<file path="src/sv/txm_pkg.sv">
// Shared constants, types and register codes for the X-layout thruster mixer.
`timescale 1ns / 1ps
`default_nettype none

package txm_pkg;

    // Stick sample format: only the low STICK_BITS bits of each axis are used.
    localparam int STICK_W     = 16;
    localparam int STICK_BITS  = 16;
    localparam int Q15_SHIFT   = STICK_W - STICK_BITS;

    // Configuration register widths and reset values.
    localparam int DEADZONE_W  = 15;
    localparam int NEUTRAL_W   = 11;
    localparam int SPAN_W      = 9;
    localparam int CFG_IDX_W   = 2;
    localparam int CFG_DATA_W  = 15;
    localparam logic [DEADZONE_W-1:0] DEADZONE_RESET = DEADZONE_W'(1638);
    localparam logic [NEUTRAL_W-1:0]  NEUTRAL_RESET  = NEUTRAL_W'(1500);
    localparam logic [SPAN_W-1:0]     SPAN_RESET     = SPAN_W'(200);

    // Register indexes on the configuration port.
    localparam logic [CFG_IDX_W-1:0] CFG_DEADZONE = 2'd0;
    localparam logic [CFG_IDX_W-1:0] CFG_NEUTRAL  = 2'd1;
    localparam logic [CFG_IDX_W-1:0] CFG_SPAN     = 2'd2;

    // Datapath widths.
    localparam int MAG_W      = 16;                   // |axis|, up to 32768
    localparam int SUM_W      = 17;                   // |x+y|, |y-x|, |x|+|y|
    localparam int KSPAN_W    = SPAN_W + MAG_W;       // span * M
    localparam int REM_W      = KSPAN_W + SUM_W;      // span * M * |s|
    localparam int Q_W        = 9;                    // quotient magnitude, below 512
    localparam int Q15_FRAC   = 15;                   // divisor is L * 2^15
    localparam int DEN_SHIFT  = Q15_FRAC + Q_W - 1;   // divisor aligned to quotient MSB
    localparam int DEN_W      = SUM_W + DEN_SHIFT;
    localparam int DIV_BITS_PER_STAGE = 3;
    localparam int OUT_W      = 12;
    localparam int RES_W      = OUT_W + 1;            // signed pulse before clamping

    // Pipeline stages: two front, two multiply, three divide, one output.
    localparam int NUM_STAGES = 8;

    // Geometry of one sample after the front end.
    typedef struct packed {
        logic [MAG_W-1:0] m;
        logic [SUM_W-1:0] s_mag;
        logic [SUM_W-1:0] d_mag;
        logic             s_neg;
        logic             d_neg;
        logic [SUM_W-1:0] l;
        logic             zero;
    } front_t;

    // State of both diagonal divisions.
    typedef struct packed {
        logic [REM_W-1:0] rem_s;
        logic [REM_W-1:0] rem_d;
        logic [DEN_W-1:0] den_sh;
        logic [Q_W-1:0]   q_s;
        logic [Q_W-1:0]   q_d;
        logic             s_neg;
        logic             d_neg;
        logic             zero;
    } div_t;

endpackage

`default_nettype wire

</file>
<file path="src/sv/txm_front.sv">
// Front end: Q15 normalization, deadzone, and the X-layout geometry terms.
`timescale 1ns / 1ps
`default_nettype none

module txm_front
    import txm_pkg::*;
(
    input  wire logic                  clk,
    input  wire logic [1:0]            en,
    input  wire logic [STICK_W-1:0]    stick_x,
    input  wire logic [STICK_W-1:0]    stick_y,
    input  wire logic [DEADZONE_W-1:0] deadzone,
    output front_t                     geo
);

    logic signed [STICK_W-1:0] xq, yq;
    logic [MAG_W-1:0]          ax_raw, ay_raw;
    logic                      x_dead, y_dead;

    logic signed [STICK_W-1:0] x_reg, y_reg;
    logic [MAG_W-1:0]          ax_reg, ay_reg;

    logic signed [SUM_W-1:0]   s_val, d_val;
    front_t                    geo_next, geo_reg;

    // Normalize each axis to Q15 and zero it inside the deadzone.
    always_comb
    begin
        xq     = signed'(stick_x << Q15_SHIFT);
        yq     = signed'(stick_y << Q15_SHIFT);
        ax_raw = xq[STICK_W-1] ? MAG_W'(~xq + 1'b1) : MAG_W'(xq);
        ay_raw = yq[STICK_W-1] ? MAG_W'(~yq + 1'b1) : MAG_W'(yq);
        x_dead = ax_raw <= {1'b0, deadzone};
        y_dead = ay_raw <= {1'b0, deadzone};
    end

    always_ff @(posedge clk)
    begin
        if (en[0])
        begin
            x_reg  <= x_dead ? '0 : xq;
            y_reg  <= y_dead ? '0 : yq;
            ax_reg <= x_dead ? '0 : ax_raw;
            ay_reg <= y_dead ? '0 : ay_raw;
        end
    end

    // Diagonal terms. |x|+|y| equals max(|x+y|, |y-x|), so it serves as L.
    always_comb
    begin
        s_val            = SUM_W'(x_reg) + SUM_W'(y_reg);
        d_val            = SUM_W'(y_reg) - SUM_W'(x_reg);
        geo_next.m       = (ax_reg > ay_reg) ? ax_reg : ay_reg;
        geo_next.s_neg   = s_val[SUM_W-1];
        geo_next.d_neg   = d_val[SUM_W-1];
        geo_next.s_mag   = s_val[SUM_W-1] ? SUM_W'(~s_val + 1'b1) : SUM_W'(s_val);
        geo_next.d_mag   = d_val[SUM_W-1] ? SUM_W'(~d_val + 1'b1) : SUM_W'(d_val);
        geo_next.l       = SUM_W'(ax_reg) + SUM_W'(ay_reg);
        geo_next.zero    = (ax_reg == '0) && (ay_reg == '0);
    end

    always_ff @(posedge clk)
    begin
        if (en[1])
        begin
            geo_reg <= geo_next;
        end
    end

    assign geo = geo_reg;

endmodule

`default_nettype wire

</file>
<file path="src/sv/txm_mul.sv">
// Multiply stages: span times M, then times each diagonal magnitude.
`timescale 1ns / 1ps
`default_nettype none

module txm_mul
    import txm_pkg::*;
(
    input  wire logic              clk,
    input  wire logic [1:0]        en,
    input  wire front_t            geo,
    input  wire logic [SPAN_W-1:0] span,
    output div_t                   prod
);

    logic [KSPAN_W-1:0] kspan_reg;
    front_t             geo_reg;
    div_t               prod_next, prod_reg;

    // First product: span scaled by the larger axis magnitude.
    always_ff @(posedge clk)
    begin
        if (en[0])
        begin
            kspan_reg <= KSPAN_W'(span) * KSPAN_W'(geo.m);
            geo_reg   <= geo;
        end
    end

    // Second products form the dividends; the divisor is L * 2^15,
    // aligned to the top quotient bit.
    always_comb
    begin
        prod_next.rem_s  = REM_W'(kspan_reg) * REM_W'(geo_reg.s_mag);
        prod_next.rem_d  = REM_W'(kspan_reg) * REM_W'(geo_reg.d_mag);
        prod_next.den_sh = DEN_W'(geo_reg.l) << DEN_SHIFT;
        prod_next.q_s    = '0;
        prod_next.q_d    = '0;
        prod_next.s_neg  = geo_reg.s_neg;
        prod_next.d_neg  = geo_reg.d_neg;
        prod_next.zero   = geo_reg.zero;
    end

    always_ff @(posedge clk)
    begin
        if (en[1])
        begin
            prod_reg <= prod_next;
        end
    end

    assign prod = prod_reg;

endmodule

`default_nettype wire

</file>
<file path="src/sv/txm_div.sv">
// One restoring-division stage: three quotient bits for both diagonals.
`timescale 1ns / 1ps
`default_nettype none

module txm_div
    import txm_pkg::*;
(
    input  wire logic clk,
    input  wire logic en,
    input  wire div_t cur,
    output div_t      nxt
);

    div_t nxt_next, nxt_reg;

    // Trial-subtract the shifted divisor, one quotient bit per step.
    always_comb
    begin
        nxt_next = cur;
        for (int i = 0; i < DIV_BITS_PER_STAGE; i++)
        begin
            if (REM_W'(nxt_next.den_sh) <= nxt_next.rem_s)
            begin
                nxt_next.rem_s = nxt_next.rem_s - REM_W'(nxt_next.den_sh);
                nxt_next.q_s   = {nxt_next.q_s[Q_W-2:0], 1'b1};
            end
            else
            begin
                nxt_next.q_s   = {nxt_next.q_s[Q_W-2:0], 1'b0};
            end
            if (REM_W'(nxt_next.den_sh) <= nxt_next.rem_d)
            begin
                nxt_next.rem_d = nxt_next.rem_d - REM_W'(nxt_next.den_sh);
                nxt_next.q_d   = {nxt_next.q_d[Q_W-2:0], 1'b1};
            end
            else
            begin
                nxt_next.q_d   = {nxt_next.q_d[Q_W-2:0], 1'b0};
            end
            nxt_next.den_sh = nxt_next.den_sh >> 1;
        end
    end

    always_ff @(posedge clk)
    begin
        if (en)
        begin
            nxt_reg <= nxt_next;
        end
    end

    assign nxt = nxt_reg;

endmodule

`default_nettype wire

</file>
<file path="src/sv/x_thruster_joystick_mixer.sv">
// Top level of the X-layout horizontal thruster mixer.
//
//   Channel | Handshake                | Payload
//   --------+--------------------------+------------------------------------------
//   input   | in_valid / in_stall      | stick_x, stick_y
//   output  | out_valid / out_stall    | front_left_us, front_right_us,
//           |                          | back_left_us, back_right_us
//   config  | cfg_valid / cfg_ready    | cfg_index, cfg_data
//
// One item per cycle while the output is not stalled; in a stall, input is
// taken until all stages are full. The 8 stages are: two front-end stages,
// two multiply stages, three restoring-divider stages of 3 quotient bits each,
// and the output register. A stage holds while the one after it is full and
// stalled, so empty stages fill in while the output waits. Reset clears all
// valid bits and loads the default register values; no clearing pass.
`timescale 1ns / 1ps
`default_nettype none

module x_thruster_joystick_mixer
    import txm_pkg::*;
(
    input  wire logic                  clk,
    input  wire logic                  rst_n,
    input  wire logic                  in_valid,
    output logic                       in_stall,
    input  wire logic [STICK_W-1:0]    stick_x,
    input  wire logic [STICK_W-1:0]    stick_y,
    output logic                       out_valid,
    input  wire logic                  out_stall,
    output logic [OUT_W-1:0]           front_left_us,
    output logic [OUT_W-1:0]           front_right_us,
    output logic [OUT_W-1:0]           back_left_us,
    output logic [OUT_W-1:0]           back_right_us,
    input  wire logic                  cfg_valid,
    output logic                       cfg_ready,
    input  wire logic [CFG_IDX_W-1:0]  cfg_index,
    input  wire logic [CFG_DATA_W-1:0] cfg_data
);

    logic [DEADZONE_W-1:0] deadzone_reg;
    logic [NEUTRAL_W-1:0]  neutral_reg;
    logic [SPAN_W-1:0]     span_reg;

    logic [NUM_STAGES-1:0] valid_reg, valid_next;
    logic [NUM_STAGES-1:0] ready;

    front_t geo;
    div_t   prod, div1, div2, div3;

    logic signed [RES_W-1:0] res_s, res_d;
    logic [OUT_W-1:0]        sum_us_next, diff_us_next;
    logic [OUT_W-1:0]        sum_us_reg, diff_us_reg;

    // Configuration registers; writes are always taken.
    assign cfg_ready = 1'b1;

    always_ff @(posedge clk or negedge rst_n)
    begin
        if (!rst_n)
        begin
            deadzone_reg <= DEADZONE_RESET;
            neutral_reg  <= NEUTRAL_RESET;
            span_reg     <= SPAN_RESET;
        end
        else if (cfg_valid && cfg_ready)
        begin
            case (cfg_index)
                CFG_DEADZONE: deadzone_reg <= cfg_data[DEADZONE_W-1:0];
                CFG_NEUTRAL:  neutral_reg  <= cfg_data[NEUTRAL_W-1:0];
                CFG_SPAN:     span_reg     <= cfg_data[SPAN_W-1:0];
                default:      ;
            endcase
        end
    end

    // A stage may load when it is empty or the stage after it moves on.
    always_comb
    begin
        ready[NUM_STAGES-1] = !valid_reg[NUM_STAGES-1] || !out_stall;
        for (int k = NUM_STAGES - 2; k >= 0; k--)
        begin
            ready[k] = !valid_reg[k] || ready[k+1];
        end
    end

    always_comb
    begin
        for (int k = 0; k < NUM_STAGES; k++)
        begin
            if (!ready[k])
            begin
                valid_next[k] = valid_reg[k];
            end
            else if (k == 0)
            begin
                valid_next[k] = in_valid;
            end
            else
            begin
                valid_next[k] = valid_reg[k-1];
            end
        end
    end

    always_ff @(posedge clk or negedge rst_n)
    begin
        if (!rst_n)
        begin
            valid_reg <= '0;
        end
        else
        begin
            valid_reg <= valid_next;
        end
    end

    assign in_stall  = !ready[0];
    assign out_valid = valid_reg[NUM_STAGES-1];

    // Datapath stages.
    txm_front u_front
    (
        .clk      (clk),
        .en       (ready[1:0]),
        .stick_x  (stick_x),
        .stick_y  (stick_y),
        .deadzone (deadzone_reg),
        .geo      (geo)
    );

    txm_mul u_mul
    (
        .clk  (clk),
        .en   (ready[3:2]),
        .geo  (geo),
        .span (span_reg),
        .prod (prod)
    );

    txm_div u_div1
    (
        .clk (clk),
        .en  (ready[4]),
        .cur (prod),
        .nxt (div1)
    );

    txm_div u_div2
    (
        .clk (clk),
        .en  (ready[5]),
        .cur (div1),
        .nxt (div2)
    );

    txm_div u_div3
    (
        .clk (clk),
        .en  (ready[6]),
        .cur (div2),
        .nxt (div3)
    );

    // Apply the sign, add neutral, and clamp at zero. A centered stick
    // gives neutral on every thruster.
    always_comb
    begin
        res_s = signed'(RES_W'(neutral_reg));
        res_d = signed'(RES_W'(neutral_reg));
        if (!div3.zero)
        begin
            if (div3.s_neg)
                res_s = res_s - signed'(RES_W'(div3.q_s));
            else
                res_s = res_s + signed'(RES_W'(div3.q_s));
            if (div3.d_neg)
                res_d = res_d - signed'(RES_W'(div3.q_d));
            else
                res_d = res_d + signed'(RES_W'(div3.q_d));
        end
        sum_us_next  = res_s[RES_W-1] ? '0 : res_s[OUT_W-1:0];
        diff_us_next = res_d[RES_W-1] ? '0 : res_d[OUT_W-1:0];
    end

    always_ff @(posedge clk)
    begin
        if (ready[NUM_STAGES-1])
        begin
            sum_us_reg  <= sum_us_next;
            diff_us_reg <= diff_us_next;
        end
    end

    // Front-left and back-right share the sum diagonal, the others the difference.
    assign front_left_us  = sum_us_reg;
    assign back_right_us  = sum_us_reg;
    assign front_right_us = diff_us_reg;
    assign back_left_us   = diff_us_reg;

    // An accepted item always lands in the first stage.
    a_accept_lands: assert property (@(posedge clk) disable iff (!rst_n)
        in_valid && !in_stall |=> valid_reg[0])
        else $error("accepted item did not enter the first stage");

    // Input backs up only when every stage is full and the output is held.
    a_stall_full: assert property (@(posedge clk) disable iff (!rst_n)
        in_stall |-> (valid_reg == '1) && out_stall)
        else $error("input stalled with room in the pipeline");

    // The first divider stage's valid bit holds while that stage is blocked.
    a_hold: assert property (@(posedge clk) disable iff (!rst_n)
        !ready[4] |=> valid_reg[4])
        else $error("blocked divider stage lost its item");

    // Diagonal pairs always agree.
    a_pairs: assert property (@(posedge clk) disable iff (!rst_n)
        out_valid |-> (front_left_us == back_right_us) && (front_right_us == back_left_us))
        else $error("diagonal thruster pair mismatch");

endmodule

`default_nettype wire
</file>
<file path="config.mk">
export PLATFORM = sky130hd
export DESIGN_NAME = x_thruster_joystick_mixer
export DESIGN_NICKNAME = d
export VERILOG_FILES = /design/src/sv/txm_pkg.sv /design/src/sv/txm_front.sv /design/src/sv/txm_mul.sv /design/src/sv/txm_div.sv /design/src/sv/x_thruster_joystick_mixer.sv
export SDC_FILE = /design/constraint.sdc
export NUM_CORES = 2
export LEC_CHECK = 0
export CAP_MARGIN = 20
export CORE_ASPECT_RATIO = 1.25
export CORE_MARGIN = 4
export CORE_UTILIZATION = 62
export CTS_BUF_LIST = sky130_fd_sc_hd__clkbuf_4
export CTS_CLUSTER_DIAMETER = 120
export DETAILED_ROUTE_END_ITERATION = 8
export DONT_BUFFER_PORTS = 1
export GPL_TIMING_DRIVEN = 1
export PLACE_DENSITY = 0.78
export SYNTH_ARGS = -nofsm -noshare
export SYNTH_HDL_FRONTEND = slang
export SYNTH_HIERARCHICAL = 1
export SYNTH_SLANG_ARGS = --single-unit
</file>
<file path="constraint.sdc">
create_clock -name clk -period 14.45 [get_ports clk]
set_input_delay 2.89 -clock clk [delete_from_list [all_inputs] [get_ports clk]]
set_output_delay 2.89 -clock clk [all_outputs]
set_load 0.01 [all_outputs]
</file>
; Word level (Yosys, flattened, before mapping)
; Cells that the tools add are included.
[classes]
bitwise_logic = 4
add_sub_neg = 27
muxes = 43
n_reduce_logical = 27
mul = 3
order_cmp = 21
n_eq_ne = 2
[ops]
columns = cell, count
row1 = $mux 42, 16
row2 = $le 32x42->1, 2
row3 = $le 33x42->1, 2
row4 = $le 34x42->1, 2
row5 = $le 35x42->1, 2
row6 = $le 36x42->1, 2
row7 = $le 37x42->1, 2
row8 = $le 38x42->1, 2
row9 = $le 39x42->1, 2
row10 = $le 40x42->1, 2
row11 = $mul 25x17->42, 2
row12 = $sub 42x33->42, 2
row13 = $sub 42x34->42, 2
row14 = $sub 42x35->42, 2
row15 = $sub 42x36->42, 2
row16 = $sub 42x37->42, 2
row17 = $sub 42x38->42, 2
row18 = $sub 42x39->42, 2
row19 = $sub 42x40->42, 2
row20 = $mux 16, 5
row21 = $mux 13, 4
row22 = $add 16x16->17, 2
row23 = $add 17x1->17 const B, 2
row24 = $not 17->17, 2
row25 = other kinds (18), 60
[word_totals]
input_bits = 54
wordCells = 189
reg_bits = 631

; Longest topological paths before layout
[logic_depth]
ltp_word = 10
mapped_depth = 48

; Modules after synthesis
; Netlist, hierarchy kept.
[by_module_without_submodules]
columns = mod, cells_each, area_each_um2, instances
row1 = txm_mul, 3991, 37574.8, 1
row2 = txm_div at u_div3, 2478, 20375.8, 1
row3 = txm_div at u_div1, 2473, 20245.7, 1
row4 = txm_div at u_div2, 2512, 20219.4, 1
row5 = txm_front, 1031, 10043.4, 1
row6 = x_thruster_joystick_mixer, 452, 4600.7, 1

; Least setup slack after synthesis
; OpenSTA, ideal clock, no wires.
[synth_path]
path_kind = input-to-output
startpoint = input port out_stall
endpoint = output port in_stall
stages = 4
t_required_ps = 11560
arrival_ps = 9829
setup_slack_ps = 1731
path_cell_list = nand3_1 -> nor2_1 -> nand4_1 -> inv_1
[synth_between]
elab_chain_cells = 10
[synth_rtl]
columns = element, line_no
row1 = start: declaration, x_thruster_joystick_mixer.sv:29  ; input wire logic out_stall,
row2 = $logic_not 1->1, x_thruster_joystick_mixer.sv:79  ; ready[NUM_STAGES-1] = !valid_reg[NUM_STAGES-1] || !out_stall;
row3 = $logic_or 1x1->1, x_thruster_joystick_mixer.sv:79
row4 = $logic_or 1x1->1 (7 in a row), x_thruster_joystick_mixer.sv:82  ; ready[k] = !valid_reg[k] || ready[k+1];
row5 = net ready[0], x_thruster_joystick_mixer.sv:45  ; logic [NUM_STAGES-1:0] ready;
row6 = $logic_not 1->1, x_thruster_joystick_mixer.sv:117  ; assign in_stall = !ready[0];
row7 = end: declaration, x_thruster_joystick_mixer.sv:25  ; output logic in_stall,
; The timed path passes the listed nets, and every way through them passes these cells.

==> impl_summary.txt <==
----------------------------------------------------
[Clock tree]
  Clock-pin slew reported for the worst setup and hold paths after clock tree synthesis ... approximately 70 ps
  Source-to-sink clock delay at the later pin of the worst-skew pair ... about 1300 ps
  Num Clock Sinks ... around 670
  Total CTS buffers ... roughly 180
  Buffers from clock root to sink, at most ... 3
  Hold-fix buffer count after cts ... 0
  H-tree depth ... 4
  Clock tree from TritonCTS ... built
  Cell at the root of the clock tree ... clkbuf_4
  Post-CTS resize count ... 0
  Post-CTS repair timing setup buffer count ... 0

[Floorplanning]
  Number of placement rows ... around 170
  Starting density of the core ... between 60% and 70%
  Floorplan Core Area ... ~0.17 mm2
  Floorplan die area ... 0.177 mm2
  Die height ... approximately 470 um
  Horiz. Die Dim ... around 380 um
  I/O pin total ... approximately 110

[Min path]
  Worst min-delay path class ... reg2reg

[Timing]
  RSZ-0062 raised after global routing ... false
  Pins over their slew limit ... 0
  Final period utilization ... between 80% and 90%
  Worst-Margin Slew ... ~1400 ps
  Maximum clock rate ... between 0.07 and 0.08 GHz
  Period minus WS final ... about 13000 ps
  Total Neg Setup Slack ... 0 ps
  Final Hold Fails ... 0
  Worst clock skew ... between 100 and 150 ps
  Endpoints failing setup ... 0
  Worst slew margin relative to its limit ... 8.42%

[Detailed routing]
  Wirelength per Cell ... between 20 and 25 um
  Total wire length ... roughly 360000 um
  DRC errors left ... 0
  First drt pass iteration count ... 9
  Per-cell via count in the routed design ... approximately 6.4
  Post-DRT Antenna Nets ... 0
  Total vias in the final route ... between 90000 and 100k
  Number of DRC markers after the initial detailed-route iteration ... a little over 8000

[Final layout]
  Final std cell area, no fill ... around 0.11 mm2
  Ratio of cells with drive above 1 in the final layout ... around 7%
  Combined area of the multi-input logic cells ... 0.0780 mm2
  Number of standard cells in the final layout excluding fillers ... around 14000
  Highest-count cells in the layout ignoring fill and taps ... 1434 x inv_1, 1342 x nand2_1, 1112 x ha_1, 923 x a21oi_1, 812 x fa_1
  Share of the core filled with cells in the final layout ... between 60% and 70%
  Fillers ... about 14000
  Max FFs per register ... between 100 and 150
  Sequential standard cell area ... just under 0.02 mm2
  Final net count ... roughly 14000
  Area added between synthesis and finish ... 3.72%
  Most common library cell in the layout ignoring fill and taps ... inv_1

[Critical path]
  Sum of buffers and inverters on the critical path ... 6
  Top cell by count, worst path ... o21ai_0
  Kind of critical path ... reg2reg
  Highest fanout seen on the critical path ... 41
  Data arrival at the endpoint of the critical path ... ~14000 ps
  CP Capture Type ... register
  Slowest-stage cell, CP ... nor2_4
  Req. time, crit path ... roughly 15000 ps
  Slowest Stage Delay on Critical Path ... ~830 ps
  Crit-path leading delay family ... compound AO/OA/AOI/OAI gates
  Critical path startpoint category ... register

[Global routing]
  Number of antenna violations at the first check in global routing ... 13
  Pin count of the biggest net entering global routing ... 80
  Total gr overflow ... 0
  Vias in the first global route ... 94003
  First-pass GRT wire length ... about 540000 um
  Total Routing Usage GR ... approximately 40%

[Placement]
  Cell count after placement ... between 10000 and 15000
  Routability cong. ... ~1.1
  Number of buffer cells added on primary ports ... 0
  Placed cell area ... 0.107 mm2
  Detailed Place HPWL ... roughly 290000 um

[Synth]
  Cells after synthesis ... between 10000 and 15000
  Synth Warn # ... 6
  Post-Synthesis Cell Area ... roughly 0.11 mm2
  Synth Area per Inst ... 8.57 um2

[Flow run]
  Max_cap viols ... 0

[Outcome]
  Result of the run ... completed

----------------------------------------------------
## per-stage QoR
step	hold WS, ps	worst slack, ps
floorplan	400	4540
finish	343	1590
global placement	401	2090
detailed placement	405	1940
CTS	340	1870
global route	358	1210
## worst paths after layout
path,slack (ps),cells after the start,start,endpoint
max,1590,38,u_div1/nxt[40],u_div2/nxt[69]
min,340,0,u_div2/nxt[7],u_div3/nxt[10]
max reg2reg,1590,38,u_div1/nxt[40],u_div2/nxt[69]
min reg2reg,340,0,u_div2/nxt[7],u_div3/nxt[10]
max in group asynchronous,12830,0,rst_n,neutral_reg[3]
min in group asynchronous,1330,0,rst_n,valid_reg[0]
## per-layer routing
layer,GRT usage [%],part of all wire (%),vias up
li1,-,-,42390
met1,43.4,35,44960
met5,0,0.027,-
met2,68.5,48,4489
met4,35.4,11,10
met3,6.34,6.7,1465
## worst reg2reg max path: cells and delay by family, from the launching register on
kind / cells / cell delay [ps]
compound gates: 19 / 6000
simple gates: 8 / 2450
buf+inv: 6 / 1970
fa+ha+maj: 4 / 1240
mux: 1 / 520
flops: 1 / 410
## final cells by class
type | instances | area share [%]
Antenna cell | 13 | 0.0297
Sequential cell | 667 | 18.1
Clock inverter | 65 | 0.355
Multi-Input combinational cell | 9673 | 71.3
Timing Repair Buffer | 138 | 1.04
Tap cell | 2223 | 2.54
Inverter | 1448 | 4.97
Clock buffer | 243 | 1.67
Power is not shown: default switching activity piles up to over one toggle a cycle in this logic, so the estimate is an artifact.
